**config.mk**
```make
export PLATFORM = sky130hd
export DESIGN_NAME = url_percent_decoder_top
export DESIGN_NICKNAME = d
export VERILOG_FILES = /design/src/sv/upd_pkg.sv /design/src/sv/upd_front.sv /design/src/sv/upd_queue.sv /design/src/sv/upd_back.sv /design/src/sv/url_percent_decoder_top.sv
export VERILOG_INCLUDE_DIRS = /design/src /design/src/sv
export SDC_FILE = /design/constraint.sdc
export NUM_CORES = 1
export LEC_CHECK = 0
export CORE_UTILIZATION = 55
export CTS_CLUSTER_SIZE = 25
export DETAILED_ROUTE_END_ITERATION = 6
export DONT_BUFFER_PORTS = 1
export HOLD_SLACK_MARGIN = 0.15
export PLACE_DENSITY = 0.82
export SLEW_MARGIN = 20
export SYNTH_ARGS = -nofsm -noshare
export SYNTH_HDL_FRONTEND = slang
export SYNTH_SLANG_ARGS = --single-unit
```
**constraint.sdc**
```tcl
create_clock -name clk_i -period 4.75 [get_ports clk_i]
set_clock_uncertainty 0.2 [all_clocks]
set_input_delay 0.475 -clock clk_i [delete_from_list [all_inputs] [get_ports clk_i]]
set_output_delay 0.475 -clock clk_i [all_outputs]
set_load 0.02 [all_outputs]
```
**src/sv/url_percent_decoder_top_assert.svh**
```systemverilog
// Assertion macros shared by the URL percent decoder modules.
`ifndef URL_PERCENT_DECODER_TOP_ASSERT_SVH
`define URL_PERCENT_DECODER_TOP_ASSERT_SVH

// Property must hold at every clock edge out of reset.
`define UPD_ASSERT(lbl, clk, rstn, prop, msg) \
  lbl: assert property (@(posedge clk) disable iff (!rstn) prop) \
    else $error(msg);

// Expression must never be true at a clock edge out of reset.
`define UPD_ASSERT_NEVER(lbl, clk, rstn, expr, msg) \
  lbl: assert property (@(posedge clk) disable iff (!rstn) !(expr)) \
    else $error(msg);

`endif

```
**src/sv/upd_pkg.sv**
```systemverilog
// Shared types, constants and helper functions of the URL percent decoder.
package upd_pkg;

  // Character codes
  localparam logic [7:0] ChPct   = 8'h25;
  localparam logic [7:0] ChPlus  = 8'h2B;
  localparam logic [7:0] ChSpace = 8'h20;
  localparam logic [7:0] Ch0     = 8'h30;
  localparam logic [7:0] Ch9     = 8'h39;
  localparam logic [7:0] ChUpA   = 8'h41;
  localparam logic [7:0] ChUpF   = 8'h46;
  localparam logic [7:0] ChLoA   = 8'h61;
  localparam logic [7:0] ChLoF   = 8'h66;

  // Value of the letter digit 'a' / 'A'
  localparam logic [3:0] HexAlphaBase = 4'd10;

  // Hard upper bound on decoded bytes per string
  localparam logic [7:0] MaxLen = 8'd255;

  // Reset value of the max_out_len register
  localparam logic [7:0] MaxOutLenReset = 8'd64;

  // Most data bytes one input byte can produce
  localparam int unsigned MaxJobBytes = 3;

  // Work handed from front to back: up to three data bytes, then maybe the end marker
  typedef struct packed {
    logic [MaxJobBytes-1:0][7:0] bytes;
    logic [1:0]                  nbytes;
    logic                        is_end;
  } job_t;

  function automatic logic is_hex(input logic [7:0] c);
    is_hex = (c >= Ch0 && c <= Ch9) || (c >= ChLoA && c <= ChLoF) ||
             (c >= ChUpA && c <= ChUpF);
  endfunction

  // Nibble value of a character known to be a hex digit
  function automatic logic [3:0] hex_nibble(input logic [7:0] c);
    if (c >= ChUpA) begin
      hex_nibble = c[3:0] - 4'd1 + HexAlphaBase;
    end else begin
      hex_nibble = c[3:0];
    end
  endfunction

endpackage

```
**src/sv/upd_front.sv**
```systemverilog
// Front end: accepts encoded bytes, tracks escapes and builds output jobs.
module upd_front
  import upd_pkg::*;
(
  input  logic       clk_i,
  input  logic       rst_ni,
  input  logic       in_valid_i,
  input  logic [7:0] in_byte_i,
  input  logic       in_last_i,
  input  logic       full_i,
  output logic       accept_o,
  output logic       push_o,
  output job_t       job_o
);

  typedef enum logic [1:0] {
    PhPlain = 2'd0,
    PhPct   = 2'd1,
    PhDigit = 2'd2
  } phase_e;

  phase_e     phase_q, phase_d;
  logic [7:0] held_q, held_d;
  job_t       job;
  logic [1:0] n;
  logic       do_plain;
  logic       b_hex;

  assign accept_o = in_valid_i && !full_i;
  assign b_hex    = is_hex(in_byte_i);

  // Classify the byte against the escape state and collect the bytes it releases
  always_comb begin
    job      = '0;
    n        = 2'd0;
    phase_d  = phase_q;
    held_d   = held_q;
    do_plain = 1'b0;

    unique case (phase_q)
      PhPct: begin
        if (b_hex) begin
          held_d  = in_byte_i;
          phase_d = PhDigit;
        end else begin
          job.bytes[n] = ChPct;
          n            = n + 2'd1;
          phase_d      = PhPlain;
          do_plain     = 1'b1;
        end
      end
      PhDigit: begin
        phase_d = PhPlain;
        if (b_hex) begin
          job.bytes[n] = {hex_nibble(held_q), hex_nibble(in_byte_i)};
          n            = n + 2'd1;
        end else begin
          job.bytes[n] = ChPct;
          n            = n + 2'd1;
          job.bytes[n] = held_q;
          n            = n + 2'd1;
          do_plain     = 1'b1;
        end
      end
      default: begin
        phase_d  = PhPlain;
        do_plain = 1'b1;
      end
    endcase

    // Ordinary byte handling
    if (do_plain) begin
      if (in_byte_i == ChPct) begin
        phase_d = PhPct;
      end else if (in_byte_i == ChPlus) begin
        job.bytes[n] = ChSpace;
        n            = n + 2'd1;
      end else begin
        job.bytes[n] = in_byte_i;
        n            = n + 2'd1;
      end
    end

    // Flush a cut escape on the last byte
    if (in_last_i) begin
      if (phase_d == PhPct) begin
        job.bytes[n] = ChPct;
        n            = n + 2'd1;
      end else if (phase_d == PhDigit) begin
        job.bytes[n] = ChPct;
        n            = n + 2'd1;
        job.bytes[n] = held_d;
        n            = n + 2'd1;
      end
      phase_d    = PhPlain;
      job.is_end = 1'b1;
    end

    job.nbytes = n;
  end

  assign job_o  = job;
  assign push_o = accept_o && ((n != 2'd0) || in_last_i);

  // Escape state
  always_ff @(posedge clk_i or negedge rst_ni) begin
    if (!rst_ni) begin
      phase_q <= PhPlain;
      held_q  <= '0;
    end else if (accept_o) begin
      phase_q <= phase_d;
      held_q  <= held_d;
    end
  end

endmodule

```
**src/sv/upd_queue.sv**
```systemverilog
// Small job queue between front and back.
`include "url_percent_decoder_top_assert.svh"
module upd_queue #(
  parameter int unsigned WIDTH = 8,
  parameter int unsigned DEPTH = 4
) (
  input  logic             clk_i,
  input  logic             rst_ni,
  input  logic             push_i,
  input  logic [WIDTH-1:0] wdata_i,
  output logic             full_o,
  input  logic             pop_i,
  output logic             valid_o,
  output logic [WIDTH-1:0] rdata_o
);

  localparam int unsigned PtrW = (DEPTH > 1) ? $clog2(DEPTH) : 1;
  localparam int unsigned CntW = $clog2(DEPTH + 1);
  localparam logic [PtrW-1:0] LastPtr = PtrW'(DEPTH - 1);
  localparam logic [CntW-1:0] FullCnt = CntW'(DEPTH);

  logic [WIDTH-1:0] slot_q [DEPTH];
  logic [PtrW-1:0]  wr_ptr_q, rd_ptr_q;
  logic [CntW-1:0]  cnt_q;
  logic             do_push, do_pop;

  assign full_o  = (cnt_q == FullCnt);
  assign valid_o = (cnt_q != '0);
  assign rdata_o = slot_q[rd_ptr_q];
  assign do_push = push_i && !full_o;
  assign do_pop  = pop_i && valid_o;

  // Pointers and fill count
  always_ff @(posedge clk_i or negedge rst_ni) begin
    if (!rst_ni) begin
      wr_ptr_q <= '0;
      rd_ptr_q <= '0;
      cnt_q    <= '0;
    end else begin
      if (do_push) begin
        wr_ptr_q <= (wr_ptr_q == LastPtr) ? '0 : wr_ptr_q + 1'b1;
      end
      if (do_pop) begin
        rd_ptr_q <= (rd_ptr_q == LastPtr) ? '0 : rd_ptr_q + 1'b1;
      end
      if (do_push && !do_pop) begin
        cnt_q <= cnt_q + 1'b1;
      end else if (!do_push && do_pop) begin
        cnt_q <= cnt_q - 1'b1;
      end
    end
  end

  // Storage
  always_ff @(posedge clk_i) begin
    if (do_push) begin
      slot_q[wr_ptr_q] <= wdata_i;
    end
  end

  `UPD_ASSERT_NEVER(a_no_overflow, clk_i, rst_ni, push_i && full_o && !pop_i, "queue overflow")
  `UPD_ASSERT_NEVER(a_no_underflow, clk_i, rst_ni, pop_i && !valid_o, "pop from empty queue")
  `UPD_ASSERT(a_cnt_range, clk_i, rst_ni, cnt_q <= FullCnt, "queue count out of range")

endmodule

```
**src/sv/upd_back.sv**
```systemverilog
// Back end: drains jobs one beat per unstalled cycle, caps length, drives the output register.
`include "url_percent_decoder_top_assert.svh"
module upd_back
  import upd_pkg::*;
(
  input  logic       clk_i,
  input  logic       rst_ni,
  input  logic [7:0] cap_i,
  input  logic       job_valid_i,
  input  job_t       job_i,
  output logic       pop_o,
  output logic       out_valid_o,
  input  logic       out_stall_i,
  output logic [7:0] out_byte_o,
  output logic       is_data_o,
  output logic [7:0] out_len_o,
  output logic       out_last_o
);

  logic [7:0] count_q, count_d;
  logic [1:0] sel_q, sel_d;
  logic       ovalid_q;
  logic [7:0] obyte_q, olen_q;
  logic       odata_q, olast_q;

  logic       can_load, load, has_data;
  logic [7:0] nbyte, nlen;
  logic       ndata, nlast;
  logic [1:0] sel_inc;

  assign can_load = !ovalid_q || !out_stall_i;
  assign has_data = (sel_q < job_i.nbytes) && (count_q < cap_i);
  assign sel_inc  = sel_q + 2'd1;

  // Pick the next beat of the head job
  always_comb begin
    pop_o   = 1'b0;
    load    = 1'b0;
    sel_d   = sel_q;
    count_d = count_q;
    nbyte   = '0;
    ndata   = 1'b0;
    nlen    = count_q;
    nlast   = 1'b0;
    if (job_valid_i) begin
      if (has_data) begin
        if (can_load) begin
          load    = 1'b1;
          nbyte   = job_i.bytes[sel_q];
          ndata   = 1'b1;
          nlen    = count_q + 8'd1;
          count_d = count_q + 8'd1;
          if ((sel_inc == job_i.nbytes) && !job_i.is_end) begin
            pop_o = 1'b1;
            sel_d = '0;
          end else begin
            sel_d = sel_inc;
          end
        end
      end else if (job_i.is_end) begin
        // end marker carries the string length
        if (can_load) begin
          load    = 1'b1;
          nlast   = 1'b1;
          count_d = '0;
          pop_o   = 1'b1;
          sel_d   = '0;
        end
      end else begin
        // remaining bytes dropped by the cap
        pop_o = 1'b1;
        sel_d = '0;
      end
    end
  end

  // Control state and output valid
  always_ff @(posedge clk_i or negedge rst_ni) begin
    if (!rst_ni) begin
      count_q  <= '0;
      sel_q    <= '0;
      ovalid_q <= 1'b0;
    end else begin
      count_q <= count_d;
      sel_q   <= sel_d;
      if (load) begin
        ovalid_q <= 1'b1;
      end else if (!out_stall_i) begin
        ovalid_q <= 1'b0;
      end
    end
  end

  // Output payload
  always_ff @(posedge clk_i) begin
    if (load) begin
      obyte_q <= nbyte;
      odata_q <= ndata;
      olen_q  <= nlen;
      olast_q <= nlast;
    end
  end

  assign out_valid_o = ovalid_q;
  assign out_byte_o  = obyte_q;
  assign is_data_o   = odata_q;
  assign out_len_o   = olen_q;
  assign out_last_o  = olast_q;

  `UPD_ASSERT(a_len_in_cap, clk_i, rst_ni, (ovalid_q && odata_q) |-> (olen_q != 8'd0 && olen_q <= cap_i), "data beat beyond cap")
  `UPD_ASSERT(a_sel_range, clk_i, rst_ni, job_valid_i |-> (sel_q <= job_i.nbytes), "byte select past job")
  `UPD_ASSERT(a_sel_idle, clk_i, rst_ni, !job_valid_i |-> (sel_q == 2'd0), "byte select left over")

endmodule

```
**src/sv/url_percent_decoder_top.sv**
```systemverilog
// Top level of the URL percent decoder: config register, front, job queue and back.
//
//  channel  | dir | handshake               | payload
//  ---------+-----+-------------------------+------------------------------------
//  in       | in  | in_valid_i / in_stall_o | in_byte_i, in_last_i
//  out      | out | out_valid_o/out_stall_i | out_byte_o, is_data_o, out_len_o,
//           |     |                         | out_last_o
//  apb      | in  | psel/penable/pready     | pwrite, paddr, pwdata, prdata
//
// One input byte is accepted per cycle while the job queue has room.
// The back end sends at most one result beat per cycle; a byte that releases k data
// bytes and maybe an end marker holds it for each of those beats, bytes past the
// cap are discarded together, and out_stall_i holds it longer.
// A result passes from its accepted byte through the queue write, then the
// output register, and can be taken at the next edge while out_stall_i is low.
// Reset empties the queue and clears control state; max_out_len returns to 64.
// in_stall_o rises only when the queue is full.
`include "url_percent_decoder_top_assert.svh"
module url_percent_decoder_top
  import upd_pkg::*;
#(
  parameter int unsigned QUEUE_DEPTH = 4
) (
  input  logic        clk_i,
  input  logic        rst_ni,
  // input channel
  input  logic        in_valid_i,
  output logic        in_stall_o,
  input  logic [7:0]  in_byte_i,
  input  logic        in_last_i,
  // output channel
  output logic        out_valid_o,
  input  logic        out_stall_i,
  output logic [7:0]  out_byte_o,
  output logic        is_data_o,
  output logic [7:0]  out_len_o,
  output logic        out_last_o,
  // configuration
  input  logic        psel,
  input  logic        penable,
  input  logic        pwrite,
  input  logic [1:0]  paddr,
  input  logic [31:0] pwdata,
  output logic [31:0] prdata,
  output logic        pready
);

  localparam logic [1:0] AddrMaxOutLen = 2'd0;

  logic [7:0] max_out_len_q;
  logic [7:0] cap;
  logic       cfg_wr;
  logic       accept, push, full, job_valid, pop;
  job_t       job_in, job_head;

  // Configuration register
  assign pready = 1'b1;
  assign cfg_wr = psel && penable && pwrite && pready;
  assign prdata = (paddr == AddrMaxOutLen) ? {24'd0, max_out_len_q} : '0;

  always_ff @(posedge clk_i or negedge rst_ni) begin
    if (!rst_ni) begin
      max_out_len_q <= MaxOutLenReset;
    end else if (cfg_wr && (paddr == AddrMaxOutLen)) begin
      max_out_len_q <= pwdata[7:0];
    end
  end

  assign cap = (max_out_len_q > MaxLen) ? MaxLen : max_out_len_q;

  assign in_stall_o = full;

  upd_front u_front (
    .clk_i      (clk_i),
    .rst_ni     (rst_ni),
    .in_valid_i (in_valid_i),
    .in_byte_i  (in_byte_i),
    .in_last_i  (in_last_i),
    .full_i     (full),
    .accept_o   (accept),
    .push_o     (push),
    .job_o      (job_in)
  );

  upd_queue #(
    .WIDTH ($bits(job_t)),
    .DEPTH (QUEUE_DEPTH)
  ) u_queue (
    .clk_i   (clk_i),
    .rst_ni  (rst_ni),
    .push_i  (push),
    .wdata_i (job_in),
    .full_o  (full),
    .pop_i   (pop),
    .valid_o (job_valid),
    .rdata_o (job_head)
  );

  upd_back u_back (
    .clk_i       (clk_i),
    .rst_ni      (rst_ni),
    .cap_i       (cap),
    .job_valid_i (job_valid),
    .job_i       (job_head),
    .pop_o       (pop),
    .out_valid_o (out_valid_o),
    .out_stall_i (out_stall_i),
    .out_byte_o  (out_byte_o),
    .is_data_o   (is_data_o),
    .out_len_o   (out_len_o),
    .out_last_o  (out_last_o)
  );

  `UPD_ASSERT(a_push_needs_accept, clk_i, rst_ni, push |-> accept, "job pushed without accepted byte")
  `UPD_ASSERT(a_last_pushes, clk_i, rst_ni, (accept && in_last_i) |-> push, "last byte produced no job")
  `UPD_ASSERT_NEVER(a_out_known, clk_i, rst_ni, out_valid_o && $isunknown(out_byte_o), "unknown out byte")

endmodule
```
==> flow_summary.html, run 1 <==
<table>
<tr><th>Metric</th><th>Value</th></tr>
<tr><th colspan="2">Synthesis</th></tr>
<tr><td>Synthesized instance count</td><td>623</td></tr>
<tr><td>Count of yosys warnings during synthesis</td><td>0</td></tr>
<tr><td>FFs w/ async S/R, synth</td><td>0.222</td></tr>
<tr><td>Post-Synthesis Cell Area</td><td>8120 um^2</td></tr>
<tr><td>Primary flip-flop cell chosen by synthesis mapping</td><td>sky130_fd_sc_hd__edfxtp_1</td></tr>
<tr><td>Proportion of synthesized chip area in sequential cells</td><td>0.577</td></tr>
<tr><td>Count of cell types in the netlist</td><td>63</td></tr>
<tr><td>Post-synth EDFFs</td><td>126</td></tr>
<tr><td>Flop and latch count out of synthesis</td><td>~160</td></tr>
<tr><td>Synthesized area per cell</td><td>13.0 um^2</td></tr>
<tr><th colspan="2">Setup path</th></tr>
<tr><td>Top cell family by delay on the critical path</td><td>compound AO/OA/AOI/OAI gates</td></tr>
<tr><td>Timing startpoint of the critical path</td><td>in_byte_i[1]</td></tr>
<tr><td>Worst endpoint required time</td><td>~4.7 ns</td></tr>
<tr><td>Slowest cell on the critical path</td><td>sky130_fd_sc_hd__dlygate4sd3_1</td></tr>
<tr><td>Logic depth of the worst setup path including buffers</td><td>18</td></tr>
<tr><td>Highest cell delay on the worst timing path</td><td>0.59 ns</td></tr>
<tr><td>CP Capture Type</td><td>flop</td></tr>
<tr><td>Reg-to-Reg Start</td><td>u_queue.rd_ptr_q[0]$_DFFE_PN0P_</td></tr>
<tr><td>Startpoint types</td><td>primary input</td></tr>
<tr><td>Data arrival, critical path</td><td>4.49 ns</td></tr>
<tr><td>CP Cell Sequence</td><td>dlygate4sd3_1 &gt; inv_1 &gt; ha_1 &gt; nor2_1 &gt; o31ai_2 &gt; and3_1 &gt; mux2i_1 &gt; ha_1 &gt; nand2_1 &gt; a22o_4 &gt; ha_1 &gt; inv_1 &gt; a21oi_1 &gt; o21ai_0 &gt; buf_4 &gt; a21oi_1 &gt; a221oi_1 &gt; a21oi_1</td></tr>
<tr><td>CP endpoint</td><td>u_queue.slot_q[0][13]$_DFFE_PP_</td></tr>
<tr><td>Number of buffers and inverters on the critical path</td><td>4</td></tr>
<tr><td>Crit Reg-Reg Endpoint</td><td>u_queue.cnt_q[2]$_DFFE_PN0P_</td></tr>
<tr><td>Flop2flop setup slack</td><td>0.75 ns</td></tr>
<tr><td>R2r worst-path depth</td><td>13</td></tr>
<tr><td>Critical path start-end classification</td><td>primary input to flop</td></tr>
<tr><td>Critical-path maximum fanout</td><td>6</td></tr>
<tr><th colspan="2">STA</th></tr>
<tr><td>Worst-case setup margin in the final layout</td><td>0.231 ns</td></tr>
<tr><td>Tcrit/Tclk final</td><td>0.951</td></tr>
<tr><td>Hold Violations, Final</td><td>0</td></tr>
<tr><td>Remaining max-slew budget at the tightest pin</td><td>0.459</td></tr>
<tr><td>Final setup viols</td><td>0</td></tr>
<tr><td>Worst-Margin Slew</td><td>0.791 ns</td></tr>
<tr><td>Fin. max-slew vios</td><td>0</td></tr>
<tr><td>Worst slack on hold paths</td><td>0.176 ns</td></tr>
<tr><td>Maximum achievable frequency</td><td>221 MHz</td></tr>
<tr><td>Minimum period implied by the final worst setup slack</td><td>4.52 ns</td></tr>
<tr><td>Setup repair after global routing missed its margin</td><td>no</td></tr>
<tr><td>Sum Neg Setup Slack</td><td>0 ns</td></tr>
<tr><th colspan="2">Layout</th></tr>
<tr><td>Most common cell after layout, fill and taps aside</td><td>sky130_fd_sc_hd__edfxtp_1</td></tr>
<tr><td>Final cell count without fillers</td><td>approximately 850</td></tr>
<tr><td>Core occupancy in the finished layout</td><td>0.626</td></tr>
<tr><td>Diodes inserted</td><td>0</td></tr>
<tr><td>Fraction of final layout cells sized beyond drive strength 1</td><td>0.137</td></tr>
<tr><td>Most used cells in the layout excluding fill and tap cells</td><td>126 x sky130_fd_sc_hd__edfxtp_1, 46 x sky130_fd_sc_hd__nor2_1, 40 x sky130_fd_sc_hd__nand2_1</td></tr>
<tr><td>FILL cells</td><td>around 1000</td></tr>
<tr><td>Fin area</td><td>between 9000 and 10000 um^2</td></tr>
<tr><td>Area growth syn-to-layout</td><td>11.8%</td></tr>
<tr><td>Post-layout net count</td><td>735</td></tr>
<tr><th colspan="2">Global routing</th></tr>
<tr><td>Vias in the first global route</td><td>5108</td></tr>
<tr><td>Overflow left after global routing</td><td>0</td></tr>
<tr><td>Total track usage</td><td>0.242</td></tr>
<tr><td>Antenna violations before repair</td><td>0</td></tr>
<tr><td>Maximum number of pins on one net before global-route repair</td><td>37</td></tr>
<tr><td>First-pass GRT wire length</td><td>26800 um</td></tr>
<tr><th colspan="2">Floorplanning</th></tr>
<tr><td>Core area</td><td>14500 um^2</td></tr>
<tr><td>Number of placement rows</td><td>44</td></tr>
<tr><td>Die ar.</td><td>15200 um^2</td></tr>
<tr><td>Width of the die</td><td>123 um</td></tr>
<tr><td>Initial Utilization</td><td>0.560</td></tr>
<tr><td>Number of top-level pins</td><td>around 100</td></tr>
<tr><td>Vertical die dimension</td><td>between 100 and 150 um</td></tr>
<tr><th colspan="2">Hold path</th></tr>
<tr><td>Worst min-delay path class</td><td>primary input to flop</td></tr>
<tr><th colspan="2">Power</th></tr>
<tr><td>Worst IR Drop VDD</td><td>0.262 mV</td></tr>
<tr><td>Power, Total</td><td>around 5 mW</td></tr>
<tr><td>Static Leakage</td><td>3.57 nW</td></tr>
<tr><td>Switching power as a share of total power</td><td>0.327</td></tr>
<tr><td>Comb power frac</td><td>0.300</td></tr>
<tr><td>Power share of the sequential group</td><td>0.428</td></tr>
<tr><td>Part of the power in the clock network</td><td>0.271</td></tr>
<tr><td>Int Power</td><td>between 3 and 4 mW</td></tr>
<tr><td>Pwr Density</td><td>568 nW/um^2</td></tr>
<tr><td>Power spent charging and discharging nets</td><td>1.69 mW</td></tr>
<tr><th colspan="2">Routing</th></tr>
<tr><td>Post-DRT Antenna Nets</td><td>0</td></tr>
<tr><td>Wirelength, routed</td><td>16900 um</td></tr>
<tr><td>Number of vias per cell</td><td>between 6 and 7</td></tr>
<tr><td>First-pass detailed-route iteration total</td><td>5</td></tr>
<tr><td>Starting DRT DRC Count</td><td>around 500</td></tr>
<tr><td>Detailed-route via count</td><td>between 5000 and 6000</td></tr>
<tr><td>WL per Instance</td><td>19.9 um</td></tr>
<tr><td>Residual DRC</td><td>0</td></tr>
<tr><th colspan="2">Placement</th></tr>
<tr><td>Half-perimeter wire length after detailed placement</td><td>between 10000 and 15000 um</td></tr>
<tr><td>Port bufs</td><td>0</td></tr>
<tr><td>Final weighted congestion in routability-driven placement</td><td>0.902</td></tr>
<tr><td>Place WS</td><td>0.465 ns</td></tr>
<tr><td>Instance area after placement</td><td>8240 um^2</td></tr>
<tr><td>Inst Count DP</td><td>795</td></tr>
<tr><th colspan="2">Status</th></tr>
<tr><td>Run status</td><td>finished, final reports clean</td></tr>
<tr><th colspan="2">Clock tree</th></tr>
<tr><td>Post-CTS clock slew at the launch and capture registers of the worst setup and hold paths</td><td>0.06 ns</td></tr>
<tr><td>Clock tree from TritonCTS</td><td>yes</td></tr>
<tr><td>Number of levels the H-tree was split into</td><td>4</td></tr>
<tr><td>Clock tree root buffer cell</td><td>sky130_fd_sc_hd__clkbuf_16</td></tr>
<tr><td>Clk sinks</td><td>around 160</td></tr>
<tr><td>Worst-Skew Late Latency</td><td>0.43 ns</td></tr>
<tr><td>Maximum count of clock buffers along a single path</td><td>2</td></tr>
<tr><td>Clock buffers created by TritonCTS</td><td>17</td></tr>
<tr><th colspan="2">Flow run</th></tr>
<tr><td>Number of violations of the max-capacitance limit</td><td>0</td></tr>
</table>
power by group through the flow:
stage | clock network (mW) | registers (mW) | logic, mW
2_1_floorplan | 0 | 2.18 | 1.19
5_1_grt | 1.47 | 2.24 | 1.70
6_report | 1.40 | 2.21 | 1.55
3_3_place_gp | 0 | 2.21 | 1.44
4_1_cts | 1.42 | 2.21 | 1.53
3_5_place_dp | 0 | 2.24 | 1.50
metal layers:
layer,track usage,up-vias,part of all wire
met5,0,-,0
met4,0.0836,0,0.015
met3,0.0572,21,0.064
met2,0.396,217,0.51
met1,0.318,2555,0.41
li1,-,2326,-
area by class of cell:
type                    instances  area, um^2  area share
inverters                      38         143      0.0157
clock inverters                10         159      0.0175
clock buffers                  22         444      0.0490
well taps                     184         230      0.0254
multi-input cells             398        3090       0.341
repair buffers                 34         315      0.0348
flip-flops and latches        162        4690       0.517
synthesized netlist by cell type (all sizes together) (4+ instances only):
| cell type | n | area share |
|---|---|---|
| nor3 | 13 | 0.0080 |
| o22ai | 5 | 0.0039 |
| a22o | 8 | 0.0097 |
| buf | 33 | 0.029 |
| a211o | 4 | 0.0043 |
| inv | 38 | 0.018 |
| nand4 | 8 | 0.0062 |
| mux2i | 11 | 0.014 |
| o21ai | 21 | 0.013 |
| o211ai | 4 | 0.0037 |
| nand2 | 40 | 0.019 |
| and2 | 9 | 0.0069 |
| nand3 | 17 | 0.010 |
| ha | 33 | 0.051 |
| xor2 | 6 | 0.0065 |
| mux4 | 27 | 0.075 |
| mux2 | 15 | 0.021 |
| dfrtp | 35 | 0.11 |
| or3 | 4 | 0.0031 |
| clkbuf | 15 | 0.0069 |
| edfxtp | 126 | 0.47 |
| a21o | 5 | 0.0046 |
| nor2b | 6 | 0.0046 |
| and3 | 4 | 0.0031 |
| nor2 | 47 | 0.022 |
| a21oi | 29 | 0.018 |
| xnor2 | 11 | 0.012 |
| o31ai | 4 | 0.0043 |
registers in the layout, summed over array words and instances, names as in the netlist, 3 cells and up:
register / cells
u_queue.slot_q: 108
u_queue.cnt_q: 3
u_back.count_q: 8
u_back.out_byte_o: 8
u_front.held_q: 8
max_out_len_q: 8
u_back.out_len_o: 8
repair_timing:
item	4_1_cts	5_1_grt
setup endpoints to repair	0	16
setup buffers	0	0
hold buffers	20	0
resized for setup	0	2
hold endpoints to repair	79	0
how the worst min path moves through the flow:
stage	start	endpoint	slack (ns)	cells past startpoint
floorplan	rst_ni	max_out_len_q[0]$_DFFE_PN0P_	-0.02	0
global placement	rst_ni	u_queue.wr_ptr_q[0]$_DFFE_PN0P_	-0.02	0
detailed placement	rst_ni	u_queue.wr_ptr_q[0]$_DFFE_PN0P_	-0.02	0
CTS	in_byte_i[7]	u_queue.slot_q[2][26]$_DFFE_PP_	0.15	1
global route	in_byte_i[7]	u_queue.slot_q[0][26]$_DFFE_PP_	0.18	1
finish	in_byte_i[7]	u_queue.slot_q[2][26]$_DFFE_PP_	0.18	1
kinds of logic after synthesis:
logic type | share of synthesized area
buffers and inverters | 0.0532
other | 0.000925
flip-flops | 0.577
AND/OR/NAND/NOR | 0.0996
XOR/XNOR | 0.0183
adder cells (fa/ha/maj) | 0.0533
multiplexers | 0.109
AO/OA/AOI/OAI | 0.0879
No activity file was read; power rests on OpenSTA's default activity.
==> run 2, diff against run 1 <==
--- a/config.mk
+++ b/config.mk
@@ -6,12 +6,15 @@
 export SDC_FILE = /design/constraint.sdc
 export NUM_CORES = 1
 export LEC_CHECK = 0
-export CORE_UTILIZATION = 55
+export ABC_AREA = 1
+export CELL_PAD_IN_SITES_DETAIL_PLACEMENT = 0
+export CELL_PAD_IN_SITES_GLOBAL_PLACEMENT = 1
+export CORE_UTILIZATION = 45
 export CTS_CLUSTER_SIZE = 25
 export DETAILED_ROUTE_END_ITERATION = 6
 export DONT_BUFFER_PORTS = 1
 export HOLD_SLACK_MARGIN = 0.15
-export PLACE_DENSITY = 0.82
+export PLACE_DENSITY = 0.85
 export SLEW_MARGIN = 20
 export SYNTH_ARGS = -nofsm -noshare
 export SYNTH_HDL_FRONTEND = slang
==> flow_summary.html, run 2 <==
<table>
<tr><th>Metric</th><th>Value</th></tr>
<tr><th colspan="2">Floorplanning</th></tr>
<tr><td>Width of the die</td><td>138 um (was 123 um)</td></tr>
<tr><td>Die ar.</td><td>19000 um^2 (was 15200 um^2)</td></tr>
<tr><td>Initial Utilization</td><td>0.460 (was 0.560)</td></tr>
<tr><td>Core area</td><td>18000 um^2 (was 14500 um^2)</td></tr>
<tr><td>Number of top-level pins</td><td>103 (unchanged)</td></tr>
<tr><td>Number of placement rows</td><td>49 (was 44)</td></tr>
<tr><td>Vertical die dimension</td><td>138 um (was 123 um)</td></tr>
<tr><th colspan="2">Clock tree</th></tr>
<tr><td>Post-CTS clock slew at the launch and capture registers of the worst setup and hold paths</td><td>0.06 ns (about the same)</td></tr>
<tr><td>Clock buffers created by TritonCTS</td><td>17 (unchanged)</td></tr>
<tr><td>Number of levels the H-tree was split into</td><td>4 (unchanged)</td></tr>
<tr><td>Clock tree from TritonCTS</td><td>yes (unchanged)</td></tr>
<tr><td>Clk sinks</td><td>162 (unchanged)</td></tr>
<tr><td>Worst-Skew Late Latency</td><td>0.43 ns (about the same)</td></tr>
<tr><td>Clock tree root buffer cell</td><td>sky130_fd_sc_hd__clkbuf_16 (unchanged)</td></tr>
<tr><td>Quantity of gates resized following cts</td><td>0 (unchanged)</td></tr>
<tr><td>Maximum count of clock buffers along a single path</td><td>2 (unchanged)</td></tr>
<tr><th colspan="2">Layout</th></tr>
<tr><td>FILL cells</td><td>1617 (was 1045)</td></tr>
<tr><td>Final cell count without fillers</td><td>1116 (was 848)</td></tr>
<tr><td>Core occupancy in the finished layout</td><td>0.512 (was 0.626)</td></tr>
<tr><td>Area growth syn-to-layout</td><td>11.2% (was 11.8%)</td></tr>
<tr><td>Most common cell after layout, fill and taps aside</td><td>sky130_fd_sc_hd__nand2_1 (was sky130_fd_sc_hd__edfxtp_1)</td></tr>
<tr><td>Most used cells in the layout excluding fill and tap cells</td><td>130 x sky130_fd_sc_hd__nand2_1, 126 x sky130_fd_sc_hd__edfxtp_1, 109 x sky130_fd_sc_hd__nor2_1 (was 126 x sky130_fd_sc_hd__edfxtp_1, 46 x sky130_fd_sc_hd__nor2_1, 40 x sky130_fd_sc_hd__nand2_1)</td></tr>
<tr><td>Largest register FFs</td><td>108 (unchanged)</td></tr>
<tr><td>Largest register by flop count</td><td>u_queue.slot_q (unchanged)</td></tr>
<tr><td>Fin area</td><td>9220 um^2 (was 9070 um^2)</td></tr>
<tr><td>Fraction of final layout cells sized beyond drive strength 1</td><td>0.0913 (was 0.137)</td></tr>
<tr><td>Post-layout net count</td><td>958 (was 735)</td></tr>
<tr><td>Diodes inserted</td><td>0 (unchanged)</td></tr>
<tr><th colspan="2">Hold path</th></tr>
<tr><td>Worst min-delay path class</td><td>primary input to flop (unchanged)</td></tr>
<tr><th colspan="2">Power</th></tr>
<tr><td>Pwr Density</td><td>562 nW/um^2 (was 568 nW/um^2)</td></tr>
<tr><td>Worst IR Drop VDD</td><td>0.484 mV (was 0.262 mV)</td></tr>
<tr><td>Static Leakage</td><td>3.79 nW (was 3.57 nW)</td></tr>
<tr><th colspan="2">Synthesis</th></tr>
<tr><td>Synthesized instance count</td><td>853 (was 623)</td></tr>
<tr><td>Count of yosys warnings during synthesis</td><td>0 (unchanged)</td></tr>
<tr><td>Post-Synthesis Cell Area</td><td>8300 um^2 (was 8120 um^2)</td></tr>
<tr><td>Post-synth EDFFs</td><td>126 (unchanged)</td></tr>
<tr><td>Flop and latch count out of synthesis</td><td>162 (unchanged)</td></tr>
<tr><td>Most used standard cells in the synthesized netlist</td><td>130 x sky130_fd_sc_hd__nand2_1, 126 x sky130_fd_sc_hd__edfxtp_1, 113 x sky130_fd_sc_hd__nor2_1 (was 126 x sky130_fd_sc_hd__edfxtp_1, 46 x sky130_fd_sc_hd__nor2_1, 40 x sky130_fd_sc_hd__nand2_1)</td></tr>
<tr><td>Count of cell types in the netlist</td><td>46 (was 63)</td></tr>
<tr><td>Leading cell types by total area after synthesis</td><td>sky130_fd_sc_hd__edfxtp_1 46%, sky130_fd_sc_hd__dfrtp_1 11%, sky130_fd_sc_hd__nand2_1 5.9% (was sky130_fd_sc_hd__edfxtp_1 47%, sky130_fd_sc_hd__dfrtp_1 11%, sky130_fd_sc_hd__mux4_2 7.5%)</td></tr>
<tr><td>Synthesized area per cell</td><td>9.73 um^2 (was 13.0 um^2)</td></tr>
<tr><td>FFs w/ async S/R, synth</td><td>0.222 (unchanged)</td></tr>
<tr><td>Area share of the largest cell type after synthesis</td><td>0.456 (was 0.466)</td></tr>
<tr><td>Area leader, netlist</td><td>sky130_fd_sc_hd__edfxtp_1 (unchanged)</td></tr>
<tr><td>Library cell with the highest instance count after synthesis</td><td>sky130_fd_sc_hd__nand2_1 (was sky130_fd_sc_hd__edfxtp_1)</td></tr>
<tr><td>Proportion of synthesized chip area in sequential cells</td><td>0.565 (was 0.577)</td></tr>
<tr><td>Primary flip-flop cell chosen by synthesis mapping</td><td>sky130_fd_sc_hd__edfxtp_1 (unchanged)</td></tr>
<tr><th colspan="2">Setup path</th></tr>
<tr><td>CP most frequent cell</td><td>sky130_fd_sc_hd__nand2_1</td></tr>
<tr><td>Worst endpoint required time</td><td>4.72 ns (about the same)</td></tr>
<tr><td>Critical-path maximum fanout</td><td>8 (was 6)</td></tr>
<tr><td>Slowest cell on the critical path</td><td>sky130_fd_sc_hd__dlygate4sd3_1 (unchanged)</td></tr>
<tr><td>Highest cell delay on the worst timing path</td><td>0.56 ns (was 0.59 ns)</td></tr>
<tr><td>Data arrival, critical path</td><td>3.76 ns (was 4.49 ns)</td></tr>
<tr><td>Critical path start-end classification</td><td>primary input to flop (unchanged)</td></tr>
<tr><td>CP Capture Type</td><td>flop (unchanged)</td></tr>
<tr><td>Startpoint types</td><td>primary input (unchanged)</td></tr>
<tr><th colspan="2">Routing</th></tr>
<tr><td>Wirelength, routed</td><td>18300 um (was 16900 um)</td></tr>
<tr><td>Amount of wire on met3 after detailed routing</td><td>1150 um (was 1080 um)</td></tr>
<tr><td>WL per Instance</td><td>16.4 um (was 19.9 um)</td></tr>
<tr><td>Routed wl met2</td><td>8770 um (was 8550 um)</td></tr>
<tr><td>Max Used Layer</td><td>met4 (unchanged)</td></tr>
<tr><td>First-pass detailed-route iteration total</td><td>5 (unchanged)</td></tr>
<tr><td>Detailed-route via count</td><td>5883 (was 5119)</td></tr>
<tr><td>Number of vias per cell</td><td>5.27 (was 6.04)</td></tr>
<tr><td>Detailed-routing wirelength on met1</td><td>8220 um (was 6990 um)</td></tr>
<tr><td>Residual DRC</td><td>0 (unchanged)</td></tr>
<tr><td>Starting DRT DRC Count</td><td>520 (was 493)</td></tr>
<tr><td>Post-DRT Antenna Nets</td><td>0 (unchanged)</td></tr>
<tr><th colspan="2">Placement</th></tr>
<tr><td>Final weighted congestion in routability-driven placement</td><td>0.933 (was 0.902)</td></tr>
<tr><td>Half-perimeter wire length after detailed placement</td><td>12400 um (was 11200 um)</td></tr>
<tr><td>Instance area after placement</td><td>8470 um^2 (was 8240 um^2)</td></tr>
<tr><td>Inst Count DP</td><td>1069 (was 795)</td></tr>
<tr><td>Port bufs</td><td>0 (unchanged)</td></tr>
<tr><th colspan="2">Global routing</th></tr>
<tr><td>Total track usage</td><td>0.207 (was 0.242)</td></tr>
<tr><td>First-pass GRT wire length</td><td>29000 um (was 26800 um)</td></tr>
<tr><td>Maximum number of pins on one net before global-route repair</td><td>53 (was 37)</td></tr>
<tr><td>Overflow left after global routing</td><td>0 (unchanged)</td></tr>
<tr><td>Vias in the first global route</td><td>5556 (was 5108)</td></tr>
<tr><td>Antenna violations before repair</td><td>0 (unchanged)</td></tr>
<tr><th colspan="2">STA</th></tr>
<tr><td>Sum Neg Setup Slack</td><td>0 ns (unchanged)</td></tr>
<tr><td>Final setup viols</td><td>0 (unchanged)</td></tr>
<tr><td>Worst-Margin Slew</td><td>0.844 ns (was 0.791 ns)</td></tr>
<tr><td>Remaining max-slew budget at the tightest pin</td><td>0.435 (was 0.459)</td></tr>
<tr><td>Tcrit/Tclk final</td><td>0.798 (was 0.951)</td></tr>
<tr><td>Hold Violations, Final</td><td>0 (unchanged)</td></tr>
<tr><td>Fin. max-slew vios</td><td>0 (unchanged)</td></tr>
<tr><td>Setup repair after global routing missed its margin</td><td>no (unchanged)</td></tr>
<tr><td>Minimum period implied by the final worst setup slack</td><td>3.79 ns (was 4.52 ns)</td></tr>
<tr><td>Worst slack on hold paths</td><td>0.169 ns (was 0.176 ns)</td></tr>
<tr><td>Maximum achievable frequency</td><td>264 MHz (was 221 MHz)</td></tr>
<tr><th colspan="2">Status</th></tr>
<tr><td>Run status</td><td>finished, final reports clean (unchanged)</td></tr>
<tr><th colspan="2">Flow run</th></tr>
<tr><td>Number of violations of the max-capacitance limit</td><td>0 (unchanged)</td></tr>
</table>
-- run 2: cell count changes after synthesis, sizes merged, moves of 25 or more --
cell	before	now
o21ai	21	98
nor2	47	115
inv	38	91
o22ai	5	30
nand2	40	141
nand3	17	43
mux4	27	0
-- run 2: timing repair --
action                                 in CTS  in global routing
buffers inserted                            0                  0
hold buffers                               15                  0
endpoints found under the hold margin      53                  0
setup endpoints to repair                   0                  0
-- run 2: per-stage QoR --
step | worst slack [ns] | total power [mW]
2_1_floorplan | 0.671 | 3.38
3_3_place_gp | 0.680 | 3.80
3_5_place_dp | 0.682 | 3.84
4_1_cts | 0.992 | 5.23
5_1_grt | 0.608 | 5.52
6_report | 0.958 | 5.18
-- run 2: logic make-up after synthesis --
kind of cell	count (synthesis)	share of synthesized area
compound gates	179	0.120
xor+xnor	12	0.0127
fa+ha+maj	34	0.0522
buf+inv	140	0.0772
flops	162	0.565
mux	2	0.00256
other cells	2	0.000905
simple gates	322	0.170
-- run 2: worst paths after layout --
| kind | start | endpoint | slack [ns] | cells after the start |
|---|---|---|---|---|
| max | in_byte_i[3] | u_queue.slot_q[0][5]$_DFFE_PP_ | 0.96 | 25 |
| min | in_byte_i[5] | u_front.held_q[5]$_DFFE_PN0P_ | 0.17 | 2 |
| max reg2reg | u_queue.rd_ptr_q[1]$_DFFE_PN0P_ | u_queue.cnt_q[2]$_DFFE_PN0P_ | 1.35 | 17 |
| min reg2reg | u_front.held_q[7]$_DFFE_PN0P_ | u_front.held_q[7]$_DFFE_PN0P_ | 0.27 | 2 |
| max in group asynchronous | rst_ni | max_out_len_q[6]$_DFFE_PN1P_ | 3.78 | 2 |
| min in group asynchronous | rst_ni | u_back.count_q[5]$_DFFE_PN0P_ | 0.29 | 2 |
-- run 2: power by group --
group | internal, mW | total (mW) | switching, mW
clock | 0.772 | 1.36 | 0.588
sequential | 1.96 | 2.19 | 0.227
combinational | 0.495 | 1.63 | 1.14
total | 3.23 | 5.18 | 1.95
-- run 2: cell type report --
class                   count  area (um^2)  share of cell area
repair buffers             26          243              0.0263
well taps                 229          287              0.0311
flip-flops and latches    162         4690               0.508
clock inverters            13          138              0.0149
multi-input cells         574         3070               0.332
clock buffers              19          454              0.0492
inverters                  93          352              0.0381
-- run 2: critical path: cells and delay by family --
| kind | cells | cell delay (ns) |
|---|---|---|
| buffers and inverters | 7 | 1.05 |
| AO/OA/AOI/OAI | 2 | 0.30 |
| AND/OR/NAND/NOR | 14 | 1.45 |
| adder cells (fa/ha/maj) | 2 | 0.50 |
-- run 2: metal layers --
| metal | global-route usage | up-vias |
|---|---|---|
| li1 | - | 2931 |
| met2 | 0.328 | 194 |
| met4 | 0.0646 | 0 |
| met3 | 0.0445 | 20 |
| met5 | 0 | - |
| met1 | 0.282 | 2738 |
==> run 3, diff against run 2 <==
--- a/config.mk
+++ b/config.mk
@@ -9,12 +9,12 @@
 export ABC_AREA = 1
 export CELL_PAD_IN_SITES_DETAIL_PLACEMENT = 0
 export CELL_PAD_IN_SITES_GLOBAL_PLACEMENT = 1
-export CORE_UTILIZATION = 45
+export CORE_UTILIZATION = 50
 export CTS_CLUSTER_SIZE = 25
 export DETAILED_ROUTE_END_ITERATION = 6
 export DONT_BUFFER_PORTS = 1
 export HOLD_SLACK_MARGIN = 0.15
-export PLACE_DENSITY = 0.85
+export PLACE_DENSITY = 0.89
 export SLEW_MARGIN = 20
 export SYNTH_ARGS = -nofsm -noshare
 export SYNTH_HDL_FRONTEND = slang
==> constraint.sdc (replaced) <==
create_clock -name clk_i -period 3.6 [get_ports clk_i]
set_clock_uncertainty 0.2 [all_clocks]
set_input_delay 0.36 -clock clk_i [delete_from_list [all_inputs] [get_ports clk_i]]
set_output_delay 0.36 -clock clk_i [all_outputs]
set_load 0.02 [all_outputs]
==> flow_summary.html, run 3 (synthesis gave the netlist of run 2 again) <==
<table>
<tr><th>Metric</th><th>Value</th></tr>
<tr><th colspan="2">Floorplanning</th></tr>
<tr><td>Width of the die</td><td>131 um (was 138 um)</td></tr>
<tr><td>Die ar.</td><td>17100 um^2 (was 19000 um^2)</td></tr>
<tr><td>Initial Utilization</td><td>0.517 (was 0.460)</td></tr>
<tr><td>Vertical die dimension</td><td>131 um (was 138 um)</td></tr>
<tr><td>Number of top-level pins</td><td>103 (unchanged)</td></tr>
<tr><td>Number of placement rows</td><td>46 (was 49)</td></tr>
<tr><td>Core area</td><td>16100 um^2 (was 18000 um^2)</td></tr>
<tr><th colspan="2">Placement</th></tr>
<tr><td>Instance area after placement</td><td>8640 um^2 (was 8470 um^2)</td></tr>
<tr><td>Port bufs</td><td>0 (unchanged)</td></tr>
<tr><td>Inst Count DP</td><td>1074 (was 1069)</td></tr>
<tr><td>Final weighted congestion in routability-driven placement</td><td>0.879 (was 0.933)</td></tr>
<tr><td>Half-perimeter wire length after detailed placement</td><td>12200 um (was 12400 um)</td></tr>
<tr><th colspan="2">Layout</th></tr>
<tr><td>Largest register by flop count</td><td>u_queue.slot_q (unchanged)</td></tr>
<tr><td>Largest register FFs</td><td>108 (unchanged)</td></tr>
<tr><td>Diodes inserted</td><td>0 (unchanged)</td></tr>
<tr><td>Fin area</td><td>9490 um^2 (was 9220 um^2)</td></tr>
<tr><td>Final cell count without fillers</td><td>1130 (was 1116)</td></tr>
<tr><td>Most used cells in the layout excluding fill and tap cells</td><td>128 x sky130_fd_sc_hd__nand2_1, 126 x sky130_fd_sc_hd__edfxtp_1, 108 x sky130_fd_sc_hd__nor2_1 (was 130 x sky130_fd_sc_hd__nand2_1, 126 x sky130_fd_sc_hd__edfxtp_1, 109 x sky130_fd_sc_hd__nor2_1)</td></tr>
<tr><td>Area growth syn-to-layout</td><td>14.4% (was 11.2%)</td></tr>
<tr><td>Most common cell after layout, fill and taps aside</td><td>sky130_fd_sc_hd__nand2_1 (unchanged)</td></tr>
<tr><td>Fraction of final layout cells sized beyond drive strength 1</td><td>0.116 (was 0.0913)</td></tr>
<tr><td>Post-layout net count</td><td>985 (was 958)</td></tr>
<tr><th colspan="2">Power</th></tr>
<tr><td>Power share of the sequential group</td><td>0.419 (was 0.422)</td></tr>
<tr><td>Comb power frac</td><td>0.327 (was 0.315)</td></tr>
<tr><td>Pwr Density</td><td>726 nW/um^2 (was 562 nW/um^2)</td></tr>
<tr><td>Static Leakage</td><td>3.94 nW (was 3.79 nW)</td></tr>
<tr><td>Part of the power in the clock network</td><td>0.254 (was 0.263)</td></tr>
<tr><td>Switching power as a share of total power</td><td>0.377 (about the same)</td></tr>
<tr><td>Worst IR Drop VDD</td><td>0.428 mV (was 0.484 mV)</td></tr>
<tr><td>Power, Total</td><td>6.89 mW (was 5.18 mW)</td></tr>
<tr><td>Power spent charging and discharging nets</td><td>2.60 mW (was 1.95 mW)</td></tr>
<tr><td>Int Power</td><td>4.29 mW (was 3.23 mW)</td></tr>
<tr><th colspan="2">Routing</th></tr>
<tr><td>Post-DRT Antenna Nets</td><td>0 (unchanged)</td></tr>
<tr><td>Detailed-route via count</td><td>6031 (was 5883)</td></tr>
<tr><td>First-pass detailed-route iteration total</td><td>5 (unchanged)</td></tr>
<tr><td>Wirelength, routed</td><td>18400 um (was 18300 um)</td></tr>
<tr><td>Number of vias per cell</td><td>5.34 (was 5.27)</td></tr>
<tr><td>Residual DRC</td><td>0 (unchanged)</td></tr>
<tr><td>WL per Instance</td><td>16.3 um (was 16.4 um)</td></tr>
<tr><td>Starting DRT DRC Count</td><td>516 (was 520)</td></tr>
<tr><th colspan="2">Setup path</th></tr>
<tr><td>Data arrival, critical path</td><td>3.51 ns (was 3.76 ns)</td></tr>
<tr><td>Startpoint types</td><td>primary input (unchanged)</td></tr>
<tr><td>CP Capture Type</td><td>flop (unchanged)</td></tr>
<tr><td>Critical-path maximum fanout</td><td>8 (unchanged)</td></tr>
<tr><td>Critical path start-end classification</td><td>primary input to flop (unchanged)</td></tr>
<tr><td>Worst endpoint required time</td><td>3.71 ns (was 4.72 ns)</td></tr>
<tr><th colspan="2">Global routing</th></tr>
<tr><td>Total track usage</td><td>0.232 (was 0.207)</td></tr>
<tr><td>Overflow left after global routing</td><td>0 (unchanged)</td></tr>
<tr><td>First-pass GRT wire length</td><td>29200 um (was 29000 um)</td></tr>
<tr><td>Vias in the first global route</td><td>5740 (was 5556)</td></tr>
<tr><td>Maximum number of pins on one net before global-route repair</td><td>51 (was 53)</td></tr>
<tr><td>Antenna violations before repair</td><td>0 (unchanged)</td></tr>
<tr><th colspan="2">STA</th></tr>
<tr><td>Final setup viols</td><td>0 (unchanged)</td></tr>
<tr><td>Tcrit/Tclk final</td><td>0.944</td></tr>
<tr><td>Worst slack on hold paths</td><td>0.175 ns (was 0.169 ns)</td></tr>
<tr><td>Sum Neg Setup Slack</td><td>0 ns (unchanged)</td></tr>
<tr><td>Setup repair after global routing missed its margin</td><td>yes (was no)</td></tr>
<tr><td>Maximum achievable frequency</td><td>294 MHz</td></tr>
<tr><td>Fin. max-slew vios</td><td>0 (unchanged)</td></tr>
<tr><td>Minimum period implied by the final worst setup slack</td><td>between 3 and 4 ns</td></tr>
<tr><td>Remaining max-slew budget at the tightest pin</td><td>0.437 (was 0.435)</td></tr>
<tr><td>Worst-Margin Slew</td><td>0.842 ns (was 0.844 ns)</td></tr>
<tr><td>Hold Violations, Final</td><td>0 (unchanged)</td></tr>
<tr><th colspan="2">Clock tree</th></tr>
<tr><td>Number of levels the H-tree was split into</td><td>4 (unchanged)</td></tr>
<tr><td>Maximum count of clock buffers along a single path</td><td>2 (unchanged)</td></tr>
<tr><td>Clock tree root buffer cell</td><td>sky130_fd_sc_hd__clkbuf_16 (unchanged)</td></tr>
<tr><td>Clk sinks</td><td>162 (unchanged)</td></tr>
<tr><td>Post-CTS clock slew at the launch and capture registers of the worst setup and hold paths</td><td>0.06 ns (about the same)</td></tr>
<tr><td>Worst-Skew Late Latency</td><td>0.43 ns (about the same)</td></tr>
<tr><td>Clock tree from TritonCTS</td><td>yes (unchanged)</td></tr>
<tr><td>Clock buffers created by TritonCTS</td><td>17 (unchanged)</td></tr>
<tr><th colspan="2">Hold path</th></tr>
<tr><td>Worst min-delay path class</td><td>primary input to flop (unchanged)</td></tr>
<tr><th colspan="2">Flow run</th></tr>
<tr><td>Number of violations of the max-capacitance limit</td><td>0 (unchanged)</td></tr>
<tr><th colspan="2">Status</th></tr>
<tr><td>Run status</td><td>finished, final reports clean (unchanged)</td></tr>
</table>
[run 3: changes by cell type in the layout (fill, tap and decap cells not counted), sizes merged]
cell	delta
clkinv	+2
dlygate4sd3	+6
bufinv	-1
dlymetal6s4s	+1
clkinvlp	+1
inv	-2
buf	+20
[run 3: power groups by stage]
stage	Clock, mW	Combinational (mW)	Sequential, mW
2_1_floorplan	0	1.59	2.88
3_3_place_gp	0	2.16	2.91
3_5_place_dp	0	2.22	2.92
4_1_cts	1.78	2.27	2.88
5_1_grt	1.86	2.55	2.94
6_report	1.75	2.25	2.88
[run 3: path summary, 6_finish.rpt]
check	startpoint	end	slack, ns	cells after the start
min in group asynchronous	rst_ni	u_back.count_q[3]$_DFFE_PN0P_	0.18	2
max	in_byte_i[0]	u_queue.cnt_q[1]$_DFFE_PN0P_	0.20	22
max in group asynchronous	rst_ni	max_out_len_q[6]$_DFFE_PN1P_	2.76	2
min	in_byte_i[6]	u_queue.slot_q[3][25]$_DFFE_PP_	0.17	2
min reg2reg	u_front.held_q[7]$_DFFE_PN0P_	u_front.held_q[7]$_DFFE_PN0P_	0.27	2
max reg2reg	u_queue.rd_ptr_q[0]$_DFFE_PN0P_	u_queue.cnt_q[2]$_DFFE_PN0P_	0.34	15
[run 3: cell type report]
type | instances | area (um^2)
repair buffers | 53 | 519
well taps | 216 | 270
clock inverters | 13 | 110
fillers | 1348 | 6570
inverters | 93 | 357
flip-flops and latches | 162 | 4690
clock buffers | 19 | 475
multi-input cells | 574 | 3070
[run 3: repair_timing]
| item | in CTS | in global routing |
|---|---|---|
| hold endpoints to repair | 98 | 0 |
| gates resized for setup | 0 | 10 |
| endpoints found under the setup margin | 0 | 70 |
| setup buffers | 0 | 2 |
| hold buffers | 22 | 0 |
[run 3: per-stage QoR]
stage | setup slack, ns | utilization
2_1_floorplan | -0.364 | -
3_3_place_gp | 0.0636 | 0.538
3_5_place_dp | -0.0308 | 0.538
4_1_cts | 0.0395 | 0.589
5_1_grt | -0.0205 | 0.591
6_report | 0.203 | 0.591
[run 3: layer usage]
metal  share of wire  GRT usage  vias to the layer above
met5               0          0                        -
met4           0.023      0.102                        0
met3           0.054     0.0489                       39
met2            0.48      0.363                      190
met1            0.44      0.311                     2824
li1                -          -                     2978
[run 3: critical path, stage by stage]
cell and delay, ns:
sky130_fd_sc_hd__clkinv_1 0.03, sky130_fd_sc_hd__dlygate4sd3_1 0.56, sky130_fd_sc_hd__buf_6 0.15, sky130_fd_sc_hd__nand4_1 0.09, sky130_fd_sc_hd__nand2_1 0.07, sky130_fd_sc_hd__nand2_1 0.06, sky130_fd_sc_hd__nand2_2 0.07, sky130_fd_sc_hd__buf_4 0.12
sky130_fd_sc_hd__nand3_1 0.09, sky130_fd_sc_hd__nand2_2 0.11, sky130_fd_sc_hd__inv_1 0.06, sky130_fd_sc_hd__ha_1 0.29, sky130_fd_sc_hd__nand3_2 0.08, sky130_fd_sc_hd__nand2_2 0.10, sky130_fd_sc_hd__inv_4 0.10, sky130_fd_sc_hd__nand3_4 0.11
sky130_fd_sc_hd__nand2_4 0.08, sky130_fd_sc_hd__inv_1 0.04, sky130_fd_sc_hd__ha_1 0.18, sky130_fd_sc_hd__inv_2 0.07, sky130_fd_sc_hd__fa_1 0.41, sky130_fd_sc_hd__mux2_2 0.28
